===== config.mk =====
export PLATFORM = sky130hd
export DESIGN_NAME = multi_axis_grid_sweep_generator_unit
export DESIGN_NICKNAME = d
export VERILOG_FILES = /design/src/rtl/mgsg_pkg.sv /design/src/rtl/multi_axis_grid_sweep_generator_unit.sv /design/src/rtl/mgsg_div.sv
export SDC_FILE = /design/constraint.sdc
export NUM_CORES = 2
export LEC_CHECK = 0
export BUFFER_PORTS_ARGS = -buffer_cell sky130_fd_sc_hd__buf_4
export CORE_UTILIZATION = 30
export CTS_BUF_LIST = sky130_fd_sc_hd__clkbuf_8
export CTS_CLUSTER_SIZE = 40
export DETAILED_ROUTE_END_ITERATION = 7
export GPL_TIMING_DRIVEN = 0
export PLACE_DENSITY_LB_ADDON = 0.1
export SYNTH_ARGS = -nofsm -noshare
export SYNTH_HDL_FRONTEND = slang
export SYNTH_HIERARCHICAL = 1
export SYNTH_MEMORY_MAX_BITS = 65536
export SYNTH_SLANG_ARGS = --single-unit
export TNS_END_PERCENT = 1

===== constraint.sdc =====
create_clock -name i_clk -period 13.9 [get_ports i_clk]
set_input_delay 2.78 -clock i_clk [delete_from_list [all_inputs] [get_ports i_clk]]
set_output_delay 2.78 -clock i_clk [all_outputs]
set_load 0.02 [all_outputs]

===== src/rtl/mgsg_pkg.sv =====
// Shared types and constants of the grid sweep generator.
package mgsg_pkg;

    localparam int VALUE_BITS = 16;
    localparam int POINT_BITS = 10;
    localparam int AXES       = 6;
    // |idx * (end - start)| needs POINT_BITS + VALUE_BITS + 1 bits
    localparam int PROD_BITS  = POINT_BITS + VALUE_BITS + 1;

    typedef enum logic [1:0] {
        REQ_TICK  = 2'd0,
        REQ_START = 2'd1,
        REQ_STOP  = 2'd2,
        REQ_LOAD  = 2'd3
    } t_req;

    typedef enum logic [1:0] {
        CFG_GROUP_COUNT = 2'd0,
        CFG_REST_LENGTH = 2'd1
    } t_cfg_reg;

    typedef struct packed {
        logic [1:0]                     req_type;
        logic [3:0]                     load_group;
        logic [2:0]                     load_axis;
        logic signed [VALUE_BITS-1:0]   load_start;
        logic signed [VALUE_BITS-1:0]   load_end;
        logic [POINT_BITS-1:0]          load_points;
    } t_in_item;

    typedef struct packed {
        logic signed [VALUE_BITS-1:0]   upper_alpha;
        logic signed [VALUE_BITS-1:0]   upper_beta;
        logic signed [VALUE_BITS-1:0]   upper_length;
        logic signed [VALUE_BITS-1:0]   lower_alpha;
        logic signed [VALUE_BITS-1:0]   lower_beta;
        logic signed [VALUE_BITS-1:0]   lower_length;
        logic                           running;
        logic [3:0]                     group_now;
    } t_out_item;

    typedef struct packed {
        logic signed [VALUE_BITS-1:0]   start_val;
        logic signed [VALUE_BITS-1:0]   end_val;
        logic [POINT_BITS-1:0]          points;
    } t_entry;

endpackage


===== src/rtl/multi_axis_grid_sweep_generator_unit.sv =====
// Top level of the multi-axis grid sweep generator.
// Loads, start and stop requests finish without leaving idle; an idle or end-of-run tick
// gives the rest pose in the cycle after it is taken. A tick that yields a grid
// point walks the six axes through one table read port, a multiplier and a
// 27-step serial divider; an axis whose count exceeds one goes through the
// divider, an axis with a single point takes its start value, and the odometer
// steps last. The result is shown for one cycle on o_res with o_res_valid
// and cannot be held off; busy drops in that same cycle. Config writes are
// always taken.
module multi_axis_grid_sweep_generator_unit #(
    parameter int MAX_GROUPS = 16
) (
    input  logic                i_clk,
    input  logic                i_rst_n,
    input  logic                i_start,
    output logic                o_busy,
    input  mgsg_pkg::t_in_item  i_in,
    output logic                o_res_valid,
    output mgsg_pkg::t_out_item o_res,
    input  logic                i_cfg_valid,
    output logic                o_cfg_ready,
    input  logic [1:0]          i_cfg_index,
    input  logic [15:0]         i_cfg_data
);
    import mgsg_pkg::*;

    localparam int DEPTH = MAX_GROUPS * AXES;
    localparam int AW    = (DEPTH > 1) ? $clog2(DEPTH) : 1;
    localparam int SW    = PROD_BITS + 2;

    typedef enum logic [6:0] {
        ST_IDLE = 7'b0000001,
        ST_READ = 7'b0000010,
        ST_MUL  = 7'b0000100,
        ST_ABS  = 7'b0001000,
        ST_DIV  = 7'b0010000,
        ST_ACC  = 7'b0100000,
        ST_STEP = 7'b1000000
    } t_state;

    t_entry r_mem [DEPTH];
    t_entry r_rd;

    t_state r_state, n_state;
    logic [4:0]  r_gcnt;
    logic [14:0] r_rest;
    logic        r_run, n_run;
    logic        r_gdone, n_gdone;
    logic [3:0]  r_grp, n_grp;
    logic [2:0]  r_axis, n_axis;
    logic [POINT_BITS-1:0] r_idx [AXES];
    logic [POINT_BITS-1:0] n_idx [AXES];
    logic [POINT_BITS-1:0] r_cnt [AXES];
    logic signed [VALUE_BITS-1:0] r_val [AXES];
    logic signed [PROD_BITS-1:0]  r_prod;
    logic                         r_neg;
    logic [POINT_BITS-1:0]        r_den;
    logic signed [VALUE_BITS-1:0] r_sv;
    logic        r_ovalid, n_ovalid;
    t_out_item   r_res, n_res;

    logic        accept, cfg_we, tbl_we, div_go, div_done;
    logic [8:0]  eff;
    logic [AW-1:0] rd_addr, wr_addr;
    logic [POINT_BITS-1:0] cnt_now;
    logic [PROD_BITS-1:0]  quo;
    logic [PROD_BITS-1:0]  mag;
    logic signed [VALUE_BITS:0]   diff;
    logic signed [PROD_BITS-1:0]  prod_c;
    logic signed [SW-1:0]  sum;
    logic signed [VALUE_BITS-1:0] sat_v;
    logic        carry;
    logic [POINT_BITS:0]   inc;

    assign accept      = i_start && !o_busy;
    assign o_busy      = (r_state != ST_IDLE);
    assign o_cfg_ready = 1'b1;
    assign cfg_we      = i_cfg_valid;
    assign tbl_we      = accept && (t_req'(i_in.req_type) == REQ_LOAD)
                         && (int'(i_in.load_group) < MAX_GROUPS)
                         && (i_in.load_axis < 3'(AXES));
    assign wr_addr = AW'({5'd0, i_in.load_group} * 9'd6 + {6'd0, i_in.load_axis});
    assign rd_addr = AW'({5'd0, r_grp} * 9'd6 + {6'd0, r_axis});
    assign cnt_now = (r_rd.points == '0) ? POINT_BITS'(1) : r_rd.points;

    always_comb begin
        if (r_gcnt == 5'd0) eff = 9'd1;
        else if (int'(r_gcnt) > MAX_GROUPS) eff = 9'(MAX_GROUPS);
        else eff = {4'd0, r_gcnt};
    end

    always_ff @(posedge i_clk) begin
        if (tbl_we) begin
            r_mem[wr_addr] <= '{start_val: i_in.load_start, end_val: i_in.load_end,
                                points: i_in.load_points};
        end
        r_rd <= r_mem[rd_addr];
    end

    // idx * (end - start), both operands at product width
    assign diff   = $signed({r_rd.end_val[VALUE_BITS-1], r_rd.end_val})
                    - $signed({r_rd.start_val[VALUE_BITS-1], r_rd.start_val});
    assign prod_c = $signed({{(PROD_BITS-POINT_BITS){1'b0}}, r_idx[r_axis]})
                    * $signed({{(PROD_BITS-VALUE_BITS-1){diff[VALUE_BITS]}}, diff});
    assign mag    = r_prod[PROD_BITS-1] ? PROD_BITS'(-r_prod) : PROD_BITS'(r_prod);

    mgsg_div u_div (
        .i_clk      (i_clk),
        .i_rst_n    (i_rst_n),
        .i_go       (div_go),
        .i_dividend (mag),
        .i_divisor  (r_den),
        .o_done     (div_done),
        .o_quo      (quo)
    );

    assign div_go = (r_state == ST_ABS);
    assign sum    = SW'(r_sv) + (r_neg ? -$signed({2'b00, quo}) : $signed({2'b00, quo}));

    always_comb begin
        if (sum > SW'((1 <<< (VALUE_BITS-1)) - 1))
            sat_v = VALUE_BITS'((1 <<< (VALUE_BITS-1)) - 1);
        else if (sum < -SW'(1 <<< (VALUE_BITS-1)))
            sat_v = VALUE_BITS'(-(1 <<< (VALUE_BITS-1)));
        else
            sat_v = sum[VALUE_BITS-1:0];
    end

    always_comb begin
        n_state  = r_state;
        n_run    = r_run;
        n_gdone  = r_gdone;
        n_grp    = r_grp;
        n_axis   = r_axis;
        n_ovalid = 1'b0;
        n_res    = r_res;
        carry    = 1'b1;
        inc      = '0;
        for (int a = 0; a < AXES; a++) n_idx[a] = r_idx[a];

        unique case (r_state)
            ST_IDLE: begin
                if (accept) begin
                    unique case (t_req'(i_in.req_type))
                        REQ_START: n_run = 1'b1;
                        REQ_STOP:  n_run = 1'b0;
                        REQ_LOAD:  ;
                        REQ_TICK: begin
                            // rest pose unless a point is due
                            n_res = '{upper_alpha: '0, upper_beta: '0,
                                      upper_length: {1'b0, r_rest},
                                      lower_alpha: '0, lower_beta: '0,
                                      lower_length: {1'b0, r_rest},
                                      running: 1'b0, group_now: r_grp};
                            priority if (!r_run) begin
                                for (int a = 0; a < AXES; a++) n_idx[a] = '0;
                                n_gdone  = 1'b0;
                                n_ovalid = 1'b1;
                            end else if ({5'd0, r_grp} >= eff) begin
                                n_run = 1'b0;
                                for (int a = 0; a < AXES; a++) n_idx[a] = '0;
                                n_gdone  = 1'b0;
                                n_ovalid = 1'b1;
                            end else if (r_gdone && ({5'd0, r_grp} + 9'd1 >= eff)) begin
                                n_run = 1'b0;
                                for (int a = 0; a < AXES; a++) n_idx[a] = '0;
                                n_gdone  = 1'b0;
                                n_ovalid = 1'b1;
                            end else begin
                                if (r_gdone) begin
                                    n_grp = r_grp + 4'd1;
                                    for (int a = 0; a < AXES; a++) n_idx[a] = '0;
                                    n_gdone = 1'b0;
                                end
                                n_axis  = '0;
                                n_state = ST_READ;
                            end
                        end
                    endcase
                end
            end
            ST_READ: n_state = ST_MUL;
            ST_MUL: begin
                if (cnt_now == POINT_BITS'(1)) begin
                    if (r_axis == 3'(AXES-1)) begin
                        n_state = ST_STEP;
                    end else begin
                        n_axis  = r_axis + 3'd1;
                        n_state = ST_READ;
                    end
                end else begin
                    n_state = ST_ABS;
                end
            end
            ST_ABS: n_state = ST_DIV;
            ST_DIV: if (div_done) n_state = ST_ACC;
            ST_ACC: begin
                if (r_axis == 3'(AXES-1)) begin
                    n_state = ST_STEP;
                end else begin
                    n_axis  = r_axis + 3'd1;
                    n_state = ST_READ;
                end
            end
            ST_STEP: begin
                n_res = '{upper_alpha: r_val[0], upper_beta: r_val[1],
                          upper_length: r_val[2], lower_alpha: r_val[3],
                          lower_beta: r_val[4], lower_length: r_val[5],
                          running: 1'b1, group_now: r_grp};
                n_ovalid = 1'b1;
                // odometer, axis 0 fastest
                for (int a = 0; a < AXES; a++) begin
                    inc = {1'b0, r_idx[a]} + (POINT_BITS+1)'(1);
                    if (carry) begin
                        if (inc >= {1'b0, r_cnt[a]}) begin
                            n_idx[a] = '0;
                        end else begin
                            n_idx[a] = inc[POINT_BITS-1:0];
                            carry    = 1'b0;
                        end
                    end
                end
                if (carry) n_gdone = 1'b1;
                n_state = ST_IDLE;
            end
            default: n_state = ST_IDLE;
        endcase
    end

    always_ff @(posedge i_clk) begin
        if (!i_rst_n) begin
            r_state  <= ST_IDLE;
            r_gcnt   <= 5'd1;
            r_rest   <= 15'd676;
            r_run    <= 1'b0;
            r_gdone  <= 1'b0;
            r_grp    <= '0;
            r_axis   <= '0;
            r_ovalid <= 1'b0;
            for (int a = 0; a < AXES; a++) r_idx[a] <= '0;
        end else begin
            r_state  <= n_state;
            r_run    <= n_run;
            r_gdone  <= n_gdone;
            r_grp    <= n_grp;
            r_axis   <= n_axis;
            r_ovalid <= n_ovalid;
            for (int a = 0; a < AXES; a++) r_idx[a] <= n_idx[a];
            if (cfg_we && (t_cfg_reg'(i_cfg_index) == CFG_GROUP_COUNT))
                r_gcnt <= i_cfg_data[4:0];
            if (cfg_we && (t_cfg_reg'(i_cfg_index) == CFG_REST_LENGTH))
                r_rest <= i_cfg_data[14:0];
        end
    end

    // datapath, no reset needed
    always_ff @(posedge i_clk) begin
        r_res <= n_res;
        if (r_state == ST_MUL) begin
            r_cnt[r_axis] <= cnt_now;
            r_sv          <= r_rd.start_val;
            r_den         <= cnt_now - POINT_BITS'(1);
            r_prod        <= prod_c;
            if (cnt_now == POINT_BITS'(1)) r_val[r_axis] <= r_rd.start_val;
        end
        if (r_state == ST_ABS) r_neg <= r_prod[PROD_BITS-1];
        if (r_state == ST_ACC) r_val[r_axis] <= sat_v;
    end

    assign o_res_valid = r_ovalid;
    assign o_res       = r_res;

endmodule


===== src/rtl/mgsg_div.sv =====
// Bit-serial restoring divider, one quotient bit per cycle.
module mgsg_div (
    input  logic                           i_clk,
    input  logic                           i_rst_n,
    input  logic                           i_go,
    input  logic [mgsg_pkg::PROD_BITS-1:0] i_dividend,
    input  logic [mgsg_pkg::POINT_BITS-1:0] i_divisor,
    output logic                           o_done,
    output logic [mgsg_pkg::PROD_BITS-1:0] o_quo
);
    import mgsg_pkg::*;

    localparam int CW = $clog2(PROD_BITS + 1);

    logic                  r_busy, n_busy;
    logic                  r_done, n_done;
    logic [CW-1:0]         r_cnt, n_cnt;
    logic [POINT_BITS-1:0] r_rem, n_rem;
    logic [POINT_BITS-1:0] r_den, n_den;
    logic [PROD_BITS-1:0]  r_quo, n_quo;
    logic [POINT_BITS:0]   trial;

    always_comb begin
        n_busy = r_busy;
        n_done = 1'b0;
        n_cnt  = r_cnt;
        n_rem  = r_rem;
        n_den  = r_den;
        n_quo  = r_quo;
        trial  = {r_rem, r_quo[PROD_BITS-1]};
        if (i_go) begin
            n_busy = 1'b1;
            n_cnt  = CW'(PROD_BITS);
            n_rem  = '0;
            n_den  = i_divisor;
            n_quo  = i_dividend;
        end else if (r_busy) begin
            if (trial >= {1'b0, r_den}) begin
                n_rem = POINT_BITS'(trial - {1'b0, r_den});
                n_quo = {r_quo[PROD_BITS-2:0], 1'b1};
            end else begin
                n_rem = trial[POINT_BITS-1:0];
                n_quo = {r_quo[PROD_BITS-2:0], 1'b0};
            end
            n_cnt = r_cnt - CW'(1);
            if (r_cnt == CW'(1)) begin
                n_busy = 1'b0;
                n_done = 1'b1;
            end
        end
    end

    always_ff @(posedge i_clk) begin
        if (!i_rst_n) begin
            r_busy <= 1'b0;
            r_done <= 1'b0;
            r_cnt  <= '0;
        end else begin
            r_busy <= n_busy;
            r_done <= n_done;
            r_cnt  <= n_cnt;
        end
        r_rem <= n_rem;
        r_den <= n_den;
        r_quo <= n_quo;
    end

    assign o_done = r_done;
    assign o_quo  = r_quo;

endmodule


==> key figures <==
Power and ir drop
  – Peak VDD IR: 0.08507 mV
  – Pwr Total: 27.16 mW
  – PwrDens: 125.0 nW/um^2
  – LEAKAGE: 69.17 nW

Logic synthesis
  – Synthesized area: 185,000 sq um
  – Flops & latches, synth: 4,539
  – Seq/Total Area, Yosys: 72.82%
  – Syn_nets: 9,507
  – Yosys cell types: 89
  – Number of enable flip-flop cells after synthesis: 4,380
  – Async set-reset flop share out of synthesis: 0%
  – Mean post-synth cell area: 20.41 sq um
  – Cells after synthesis: 9,065
  – Synth warn: 6
  – Ys flop type: edfxtp_1

Die
  – Core area: 614,800 sq um
  – Initial Utilization: 30.09%
  – Width of the die: 787.2 um
  – # IOs: 177
  – Area of the die: 619,800 sq um
  – Die H: 787.2 um
  – FP Rows: 288

Timing
  – RSZ-0062 raised after global routing: false
  – Fin crit period: 10.95 ns
  – Final Cycle Share: 78.79%
  – Setup TNS: 0 ns
  – Final setup viols: 0
  – Max Clock Skew: 0.09667 ns
  – Hold Vio Cnt, Final: 0
  – Fin Hold WS: 0.4180 ns
  – Max Clock Freq: 0.09131 GHz
  – Final worst slack: 2.948 ns
  – Slew @ Worst Pin: 1.703 ns
  – Max Slew Vio Count: 7
  – Worst slew margin: -14.71%

Worst setup path
  – Critical Path End Type: register
  – Crit path top cell by count: fa_1
  – Arrival time at the worst endpoint: 11.89 ns
  – Kind of critical path: register to register
  – Critical path fanouts, max: 7
  – Worst path max stage delay: 0.87 ns
  – Crit start category: register
  – Critical path's slowest cell: a21boi_0
  – Crit path required time: 14.84 ns

Layout
  – Cell area after layout: 217,200 sq um
  – Final nets: 10,720
  – Share of cells above drive strength 1: 26.86%
  – P&R area growth vs syn: 17.40%
  – Most common cell after layout, fill and taps aside: edfxtp_1
  – Most frequent cells in the layout: edfxtp_1, mux4_2, clkbuf_8
  – Fillers: 57,560
  – Util after Layout: 35.33%
  – Final cell count without fillers: 19,040

Clock network
  – Root Driver: clkbuf_8
  – Setup Fix Bufs, Post-CTS: 0
  – TritonCTS clock tree: yes
  – H-Tree Level Count: 6
  – # resized after CTS: 0
  – Clock tree buffer depth: 4
  – # hold bufs at CTS: 0
  – Clk_lat worst skew: 1.32 ns
  – Clock net sink count: 4,539
  – Clock-pin slew on the worst setup and hold paths: 0.06 ns
  – CTS Buf Count: 792

Job
  – Maxcap violations: 1

Global route
  – Vias in the first global route: 100,600
  – Tot GR Track Use: 19.65%
  – Total gr overflow: 0
  – Largest net degree at the start of global routing: 97
  – Initial antenna violation count: 58
  – First-pass GRT wire length: 845,500 um

Status
  – Status: complete, but fails checks
  – Violated checks: max-capacitance violations, max-slew violations

Hold path
  – Hold crit path type: register to register

Route
  – Iteration-0 DRC Markers: 9,499
  – Vias per cell: 5.039
  – Drt pass-1 iters: 6
  – Final wirelength: 621,500 um
  – DR vias: 95,950
  – DRC Markers: 0
  – DR WL/cell: 32.64 um
  – ANT nets after route: 0

Placement
  – Post-Place Worst Slack: 2.576 ns
  – Post-Place Cells: 17,590
  – GP Congestion: 0.8282
  – Buffers on Ports: 174
  – Hpwl dp: 424,700 um
  – Placement Cell Area: 202,100 sq um
-- sequential cells by signal, indices dropped and copies added (netlist names), 3 cells and up, named ones only --
| register | cells |
|---|---|
| u_div/r_rem | 10 |
| r_rd | 42 |
| r_mem | 4032 |
| r_gcnt | 5 |
| r_sv | 16 |
| r_den | 10 |
| o_res | 101 |
| r_rest | 15 |
| r_axis | 3 |
| u_div/r_cnt | 5 |
| u_div/r_den | 10 |
| r_val | 96 |
| r_cnt | 60 |
| u_div/o_quo | 27 |
| r_state | 7 |
| r_grp | 4 |
| r_prod | 27 |
| r_idx | 60 |
-- path summary, 6_finish.rpt --
check | endpoint | depth (start not counted) | slack, ns | startpoint
worst min-delay path | u_div/r_den[0] | 0 | 0.42 | r_den[0]
worst min register to register | u_div/r_den[0] | 0 | 0.42 | r_den[0]
worst max-delay path | r_prod[26] | 33 | 2.95 | r_rd[10]
worst max register to register | r_prod[26] | 33 | 2.95 | r_rd[10]
-- worst max-delay path: cells and delay by family (launching register included) --
family,cells,cell delay (ns)
AO/OA/AOI/OAI,13,4.17
flip-flops,1,0.47
AND/OR/NAND/NOR,5,0.62
adder cells (fa/ha/maj),8,3.63
buffers and inverters,5,0.56
XOR/XNOR,2,1.16
-- area by class of cell --
class / count / area [sq um] / share of cell area (%)
Inverter: 326 / 1224 / 0.5635
Timing Repair Buffer: 420 / 6504 / 2.995
Clock inverter: 595 / 3441 / 1.584
Sequential cell: 4539 / 134700 / 62.03
Clock buffer: 809 / 11130 / 5.127
Multi-Input combinational cell: 3773 / 48230 / 22.21
Antenna cell: 33 / 82.58 / 0.03802
Tap cell: 8120 / 10160 / 4.678
Buffer: 427 / 1692 / 0.7789
-- power breakdown --
part,internal [mW],switching [mW],leakage (nW)
Combinational,0.118,0.449,20.1
Sequential,15.0,0.0186,40.7
Clock,5.90,5.64,8.38
Total,21.0,6.11,69.2
-- logic make-up after synthesis --
| group | after synthesis | synth area share, % |
|---|---|---|
| compound gates | 597 | 2.146 |
| xor+xnor | 194 | 0.9185 |
| fa+ha+maj | 369 | 3.133 |
| buf+inv | 753 | 1.557 |
| flops | 4539 | 72.82 |
| mux | 1448 | 16.45 |
| other cells | 1 | 0.002027 |
| simple gates | 1164 | 2.972 |
-- cells in the mapped netlist, types with 119 or more instances --
cell	n	area, sq um
edfxtp_1	4380	131500
mux4_2	1268	28560
nand2_1	394	1479
inv_1	326	1224
nor2_1	308	1156
clkbuf_1	284	1066
ha_1	212	2653
dfxtp_1	159	3183
fa_1	157	3143
o21ai_0	146	730.7
mux2i_1	125	1251
a21oi_1	120	600.6
xnor2_1	119	1042
-- metal layers --
metal / share of wire, % / vias up / track usage [%] / wire length, um
li1: - / 39600 / - / -
met1: 42 / 52420 / 26.02 / 261800
met2: 50 / 3100 / 33.97 / 311600
met5: 0.0050 / - / 0 / 31
met3: 5.4 / 831 / 3.192 / 33470
met4: 2.4 / 6 / 4.500 / 14700
(Power assumes the default switching activity.)
